`config.mk`:
```
export PLATFORM = sky130hd
export DESIGN_NAME = scvu_cfg
export DESIGN_NICKNAME = d
export VERILOG_FILES = /design/src/rtl/core/scvu_pkg.sv /design/src/rtl/core/scvu_cfg.sv
export SDC_FILE = /design/constraint.sdc
export NUM_CORES = 1
export LEC_CHECK = 0
export BUFFER_PORTS_ARGS = -buffer_cell sky130_fd_sc_hd__buf_2
export CAP_MARGIN = 20
export CORE_AREA = 2 2 107 161
export DETAILED_ROUTE_END_ITERATION = 8
export DIE_AREA = 0 0 109 163
export PLACE_DENSITY = 0.67
export SLEW_MARGIN = 0
export SYNTH_ARGS = -nofsm -noshare
export SYNTH_HDL_FRONTEND = slang
export SYNTH_SLANG_ARGS = --single-unit
```
`constraint.sdc`:
```
create_clock -name clk -period 1.4 [get_ports clk]
set_input_delay 0.14 -clock clk [delete_from_list [all_inputs] [get_ports clk]]
set_output_delay 0.14 -clock clk [all_outputs]
set_load 0.01 [all_outputs]
```
`src/rtl/core/scvu_pkg.sv`:
```
// ----------------------------------------------------------------------------
// scvu_pkg
// Shared types, constants and a saturating add helper for the spring chain
// velocity update datapath (Q16.16 words).
// ----------------------------------------------------------------------------
package scvu_pkg;

  localparam int W          = 32;
  localparam int LEN_W      = 31;
  localparam int DRAG_W     = 17;
  localparam int CFG_AW     = 5;
  localparam int SQRT_LAT   = 16;
  localparam int MULDIV_LAT = 10;
  // squares, sum, root, stretch, two scale units
  localparam int SPRING_LAT = 2 + SQRT_LAT + 1 + 2 * MULDIV_LAT;

  localparam logic [DRAG_W-1:0] DRAG_ONE = 17'd65536;
  localparam logic signed [W-1:0] S_MAX = 32'sh7FFF_FFFF;
  localparam logic signed [W-1:0] S_MIN = 32'sh8000_0000;

  typedef enum logic [2:0] {
    REG_LEN    = 3'd0,
    REG_MASS   = 3'd1,
    REG_GRAV   = 3'd2,
    REG_SPRING = 3'd3,
    REG_DRAG   = 3'd4
  } reg_idx_t;

  typedef logic signed [W-1:0] word_t;
  typedef word_t [2:0] vec_t;

  typedef struct packed {
    logic [LEN_W-1:0]  len;
    logic [LEN_W-1:0]  mass;
    word_t             grav;
    logic [LEN_W-1:0]  spring;
    logic [DRAG_W-1:0] drag;
  } cfg_t;

  typedef struct packed {
    logic  ovf;
    word_t val;
  } sat_t;

  typedef struct packed {
    vec_t acc;
    logic ovf;
  } spring_res_t;

  typedef struct packed {
    vec_t vel;
    logic has_prev;
    logic has_next;
  } side_t;

  // signed add clipped to the word range
  function automatic sat_t sat_add(word_t a, word_t b);
    logic [W:0] s;
    sat_t       r;
    s     = {a[W-1], a} + {b[W-1], b};
    r.ovf = s[W] ^ s[W-1];
    r.val = r.ovf ? (s[W] ? S_MIN : S_MAX) : word_t'(s[W-1:0]);
    return r;
  endfunction

endpackage

```
`src/rtl/core/scvu_cfg.sv`:
```
// ----------------------------------------------------------------------------
// scvu_cfg
// APB register file: rest length, mass, gravity, stiffness and drag.
// ----------------------------------------------------------------------------
module scvu_cfg (
  input  logic                        clk,
  input  logic                        rst_n,
  input  logic                        psel,
  input  logic                        penable,
  input  logic                        pwrite,
  input  logic [scvu_pkg::CFG_AW-1:0] paddr,
  input  logic [31:0]                 pwdata,
  output logic [31:0]                 prdata,
  output logic                        pready,
  output scvu_pkg::cfg_t              cfg
);

  scvu_pkg::cfg_t     cfg_r;
  scvu_pkg::cfg_t     cfg_nxt;
  scvu_pkg::reg_idx_t idx;

  assign idx    = scvu_pkg::reg_idx_t'(paddr[scvu_pkg::CFG_AW-1:2]);
  assign pready = 1'b1;
  assign cfg    = cfg_r;

  // write decode; zero length/mass become 1 LSB, drag clips at 1.0
  always_comb begin
    cfg_nxt = cfg_r;
    if (psel && penable && pwrite) begin
      case (idx)
        scvu_pkg::REG_LEN:
          cfg_nxt.len = (pwdata[30:0] == '0) ? 31'd1 : pwdata[30:0];
        scvu_pkg::REG_MASS:
          cfg_nxt.mass = (pwdata[30:0] == '0) ? 31'd1 : pwdata[30:0];
        scvu_pkg::REG_GRAV:
          cfg_nxt.grav = scvu_pkg::word_t'(pwdata);
        scvu_pkg::REG_SPRING:
          cfg_nxt.spring = pwdata[30:0];
        scvu_pkg::REG_DRAG:
          cfg_nxt.drag = (pwdata[16:0] > scvu_pkg::DRAG_ONE) ? scvu_pkg::DRAG_ONE
                                                             : pwdata[16:0];
        default: ;
      endcase
    end
  end

  always_ff @(posedge clk) begin
    if (!rst_n) begin
      cfg_r.len    <= 31'd65536;
      cfg_r.mass   <= 31'd65536;
      cfg_r.grav   <= 32'sd642711;
      cfg_r.spring <= 31'd65536;
      cfg_r.drag   <= '0;
    end else begin
      cfg_r <= cfg_nxt;
    end
  end

  // read mux
  always_comb begin
    case (idx)
      scvu_pkg::REG_LEN:    prdata = {1'b0, cfg_r.len};
      scvu_pkg::REG_MASS:   prdata = {1'b0, cfg_r.mass};
      scvu_pkg::REG_GRAV:   prdata = cfg_r.grav;
      scvu_pkg::REG_SPRING: prdata = {1'b0, cfg_r.spring};
      scvu_pkg::REG_DRAG:   prdata = {15'd0, cfg_r.drag};
      default:              prdata = '0;
    endcase
  end

endmodule

```
## Yosys cells after proc, flatten, opt, wreduce, memory -nomap -nowiden

Index checks and enable logic that the tools add are counted.

- Register bits after elaboration: 142
- Bits of input ports: 42
- Output and inout bits: 175
- Logic and storage cells: 22

- Order comparisons: 1
- Equality and inequality tests: 4
- Multiplexer cells: 3
- Reduce and logical (&&, ||, !) cells: 9

Operators with widths:

| cell | number |
|---|---|
| $pmux W32 S5 | 1 |
| $logic_not A31 Y1 | 1 |
| $mux W31 | 1 |
| $gt A17 B17 Y1 const B | 1 |
| $mux W17 | 1 |
| $reduce_and A2 Y1 | 5 |
| $eq A3 B2 Y1 const B | 2 |
| $eq A3 B1 Y1 const B | 1 |
| $eq A3 B3 Y1 const B | 1 |
| $logic_not A3 Y1 | 1 |
| $logic_and A1 B1 Y1 | 2 |

## Logic depth before layout (Yosys ltp)

- Depth after elaboration: 3
- Depth in mapped cells: 7
- Depth with buffers taken out: 4

## Worst setup path before layout

OpenSTA, ideal clock, no wires.

- Kind: input to output
- Start point: input port paddr[2] in the netlist's numbering
- End point: output port prdata[21]
- Arrival: 1.333 ns
- Required time: 1.260 ns
- Path slack: -0.073 ns
- Cell stages on the path: 5
- Path buffers: 3
- Cell sequence: buf_2 -> buf_2 -> buf_1 -> mux4_2 -> nor2b_1

- Cells in the longest elaborated chain, start to end: 2
- Elaborated cells between the ends (all ways): 6
- Classes of those cells: eq/ne: 4; mux: 1; reduce/logical: 1

Ends and longest elaborated chain:

| element | line | RTL |
|---|---|---|
| from (decl) | scvu_cfg.sv:11 | `input logic [scvu_pkg::CFG_AW-1:0] paddr,` |
| $eq A3 B3 Y1 (tied with other cells) | scvu_cfg.sv:61 | `case (idx)` |
| $pmux W32 S5 * | scvu_cfg.sv:61 |  |
| to (decl) | scvu_cfg.sv:13 | `output logic [31:0] prdata,` |

Every way passes the cells marked *; elsewhere a longest branch is shown, timed or not.

## Final worst setup path

- Start point: register cfg_r (netlist bit cfg[42])
- End point: output port prdata[25]

- Cells in the longest elaborated chain, start to end: 1

Ends and longest elaborated chain:

| element | line | RTL |
|---|---|---|
| from (decl) | scvu_cfg.sv:18 | `scvu_pkg::cfg_t cfg_r;` |
| from (signal assigned) | scvu_cfg.sv:55 | `cfg_r <= cfg_nxt;` |
| $pmux W32 S5 | scvu_cfg.sv:61 |  |

Every way passes these cells.

==> run_results.csv <==
group,metric,value,unit
status,status,"complete, but fails checks",
global_routing,grt_max_degree,55,
status,violations,"setup timing",
routing,antenna_left,0,
clocking,clk_pin_slew,60,ps
floorplanning,die_area,17800,um2
global_routing,grt_pass1_wl,35400,um
critical_path,worstPathCellList,"mux4_2, nor2b_1, buf_2",
timing,max_freq,616,MHz
routing,drc_errors,0,
final_layout,final_nets,1120,
timing,maxSlewViolCount,0,
power_and_ir_drop,vdd_drop_max,1.01,mV
floorplanning,core_area,16500,um2
floorplanning,dieWidth,109,um
critical_path,path_buf_inv,1,
timing,worst_hold_slack,16.7,ps
floorplanning,core.rowCount,58,
routing,vias_per_cell,5.25,
clocking,clock_sinks,142,
critical_path,slowest_stage,"mux4_2",
synthesis,synth_edf_count,0,
timing,finClkSkew,0,ps
critical_path,ff2ff_path_depth,4,
job,drv_cap,0,
clocking,clk_latency,410,ps
place,post-dp-hpwl,16000,um
critical_path,crit_fanout,2,
routing,vias,6823,
floorplanning,fp.dieH,163,um
final_layout,layout_common_cells,"nand2_1 (249), buf_2 (205), buf_4 (111)",
routing,drt_iter0_drc,302,
critical_path,setup.worst_path.start_class,"flip-flop",
timing,finalHoldViolations,0,
timing,fin_crit,1620,ps
synthesis,synth_cells,780,
global_routing,grt_overflow,0,
place,placed_cell_area,8330,um2
place,gp_congestion,0.845,
clocking,cts_made_buffers,17,
synthesis,synth-async-reset-ratio,0,%
final_layout,diodes,0,
clocking,root_buffer,"clkbuf_16",
power_and_ir_drop,cellPowerDensity,982,nW/um2
final_layout,fin_area,9570,um2
synthesis,ys.flop_type,"dfxtp_1",
hold_path,hp-class,"input pin to flip-flop",
final_layout,multi_input_area,3410,um2
routing,finalWirelength,23200,um
critical_path,critPathArrivalTime,1480,ps
critical_path,worstSetupPathType,"flip-flop to output port",
global_routing,antenna_found_initial,0,
synthesis,ys_seq_area_share,44.3,%
final_layout,largest_register_ffs,142,
power_and_ir_drop,p_leak,4.15,nW
routing,drt_pass1_iterations,5,
synthesis,yosysWarnings,0,
timing,fin_tns_setup,-3290,ps
floorplanning,start_util,39.0,%
synthesis,synth_fp_nets,822,
final_layout,regArea,2940,um2
synthesis,synth_seq_cells,142,
critical_path,cp.depth,3,
clocking,clock_path_buffers,2,
hold_path,whs_path_depth,3,
critical_path,regToRegSetupSlack,590,ps
clocking,cts_tree,"done",
critical_path,end_kind,"output port",
final_layout,layout-drive-gt1-share,44.6,%
critical_path,max_stage_delay,470,ps
routing,wire_per_inst,17.9,um
timing,finalSetupViolations,25,
timing,grt_setup_unrepaired,"yes",
timing,fin_crit_sh,116,%
final_layout,fill_cells,1493,
place,io_buffers,213,
global_routing,grt_pass1_vias,6590,
synthesis,yosys.cell_types.count,37,
floorplanning,pin_count,217,
final_layout,layout_commonest_cell,"nand2_1",
clocking,htreeDepth,4,
global_routing,grt_usage,26.0,%
critical_path,cp.required,1260,ps
synthesis,synth_area_per_cell,8.23,um2
final_layout,area_delta_synth_final,49.0,%
critical_path,cpLargestDelayFamily,"multiplexers",
timing,setup_slack,-222,ps
synthesis,netlist_area,6420,um2
## metal layers
metal / vias to the layer above / wire length (um) / track usage [%]
li1: 3258 / - / -
met1: 3244 / 9120 / 30.9
met2: 270 / 12000 / 45.1
met3: 51 / 1300 / 4.04
met4: 0 / 827 / 12.0
met5: - / 0 / 0
## path summary, 6_finish.rpt
kind,endpoint,startpoint
setup / recovery,prdata[25],cfg[42]
hold / removal,cfg[69],pwdata[21]
setup reg to reg,cfg[28],cfg[28]
hold reg to reg,cfg[61],cfg[61]
## cells in the mapped netlist, types with 2 or more instances
library cell  count  area share (%)
a21boi_0         89              10
a21boi_1         20             2.3
a21oi_1          16             1.2
a22oi_1          16             1.9
a31oi_1           2            0.19
and3_1            2            0.19
buf_1             5            0.29
buf_2            24             1.9
buf_4             2            0.23
clkbuf_1         37             2.2
dfxtp_1         142              44
mux2i_1          17             2.6
mux4_2           14             4.9
nand2_1         249              15
nand3_1          48             3.7
nand4_1           2            0.19
nor2_1           19             1.1
nor2b_1          16             1.6
nor3_2            2            0.31
nor4_1            7            0.68
o21a_1            2            0.23
o21ai_0          16             1.2
o22ai_1          17             1.7
o31a_1            2            0.27
or3_1             2            0.19
## final cells by class
class	instances	area share [%]
clock buffers	19	4.63
clock inverters	12	1.45
inverters	1	0.0392
multi-input cells	568	35.6
flip-flops and latches	142	30.7
well taps	210	2.75
repair buffers	348	24.9
## report_power, final
group / internal [W] / switching (W)
combinational: 0.000385 / 0.000471
sequential: 0.00407 / 0.0000238
clock: 0.00268 / 0.00176
## tightest hold or removal path, stage by stage
cell,delay [ps]
buf_2,130
nand2_1,50
a21boi_0,60
## through the flow
step	util (%)	setup WS, ps	std cells	power (W)
after floorplan	-	0.0646	780	0.00453
after global placement	50.6	-209	1216	0.00498
after global routing	58.1	-272	1300	0.00970
after CTS	57.0	-244	1293	0.00945
after detailed placement	50.6	-254	1216	0.00498
final	58.1	-222	1300	0.00939
## cell families (layout without fill, tap and decap cells)
group / after synthesis / after routing / synth area share (%)
AOI/OAI and AO/OA: 180 / 180 / 19.5
buffers and inverters: 70 / 380 / 4.79
DFF: 142 / 142 / 44.3
muxes: 31 / 31 / 7.56
other: 1 / 1 / 0.0584
and+or+nand+nor: 356 / 356 / 23.9
## repair_timing
item,4_1_cts,5_1_grt
endpoints found under the setup margin,29,34
endpoints found under the hold margin,6,0
cloned,0,0
pin swaps,12,12
gates resized for setup,69,35
buffers inserted,40,7
hold buffers,6,0
Note: power is estimated with default switching activity, not from simulation.
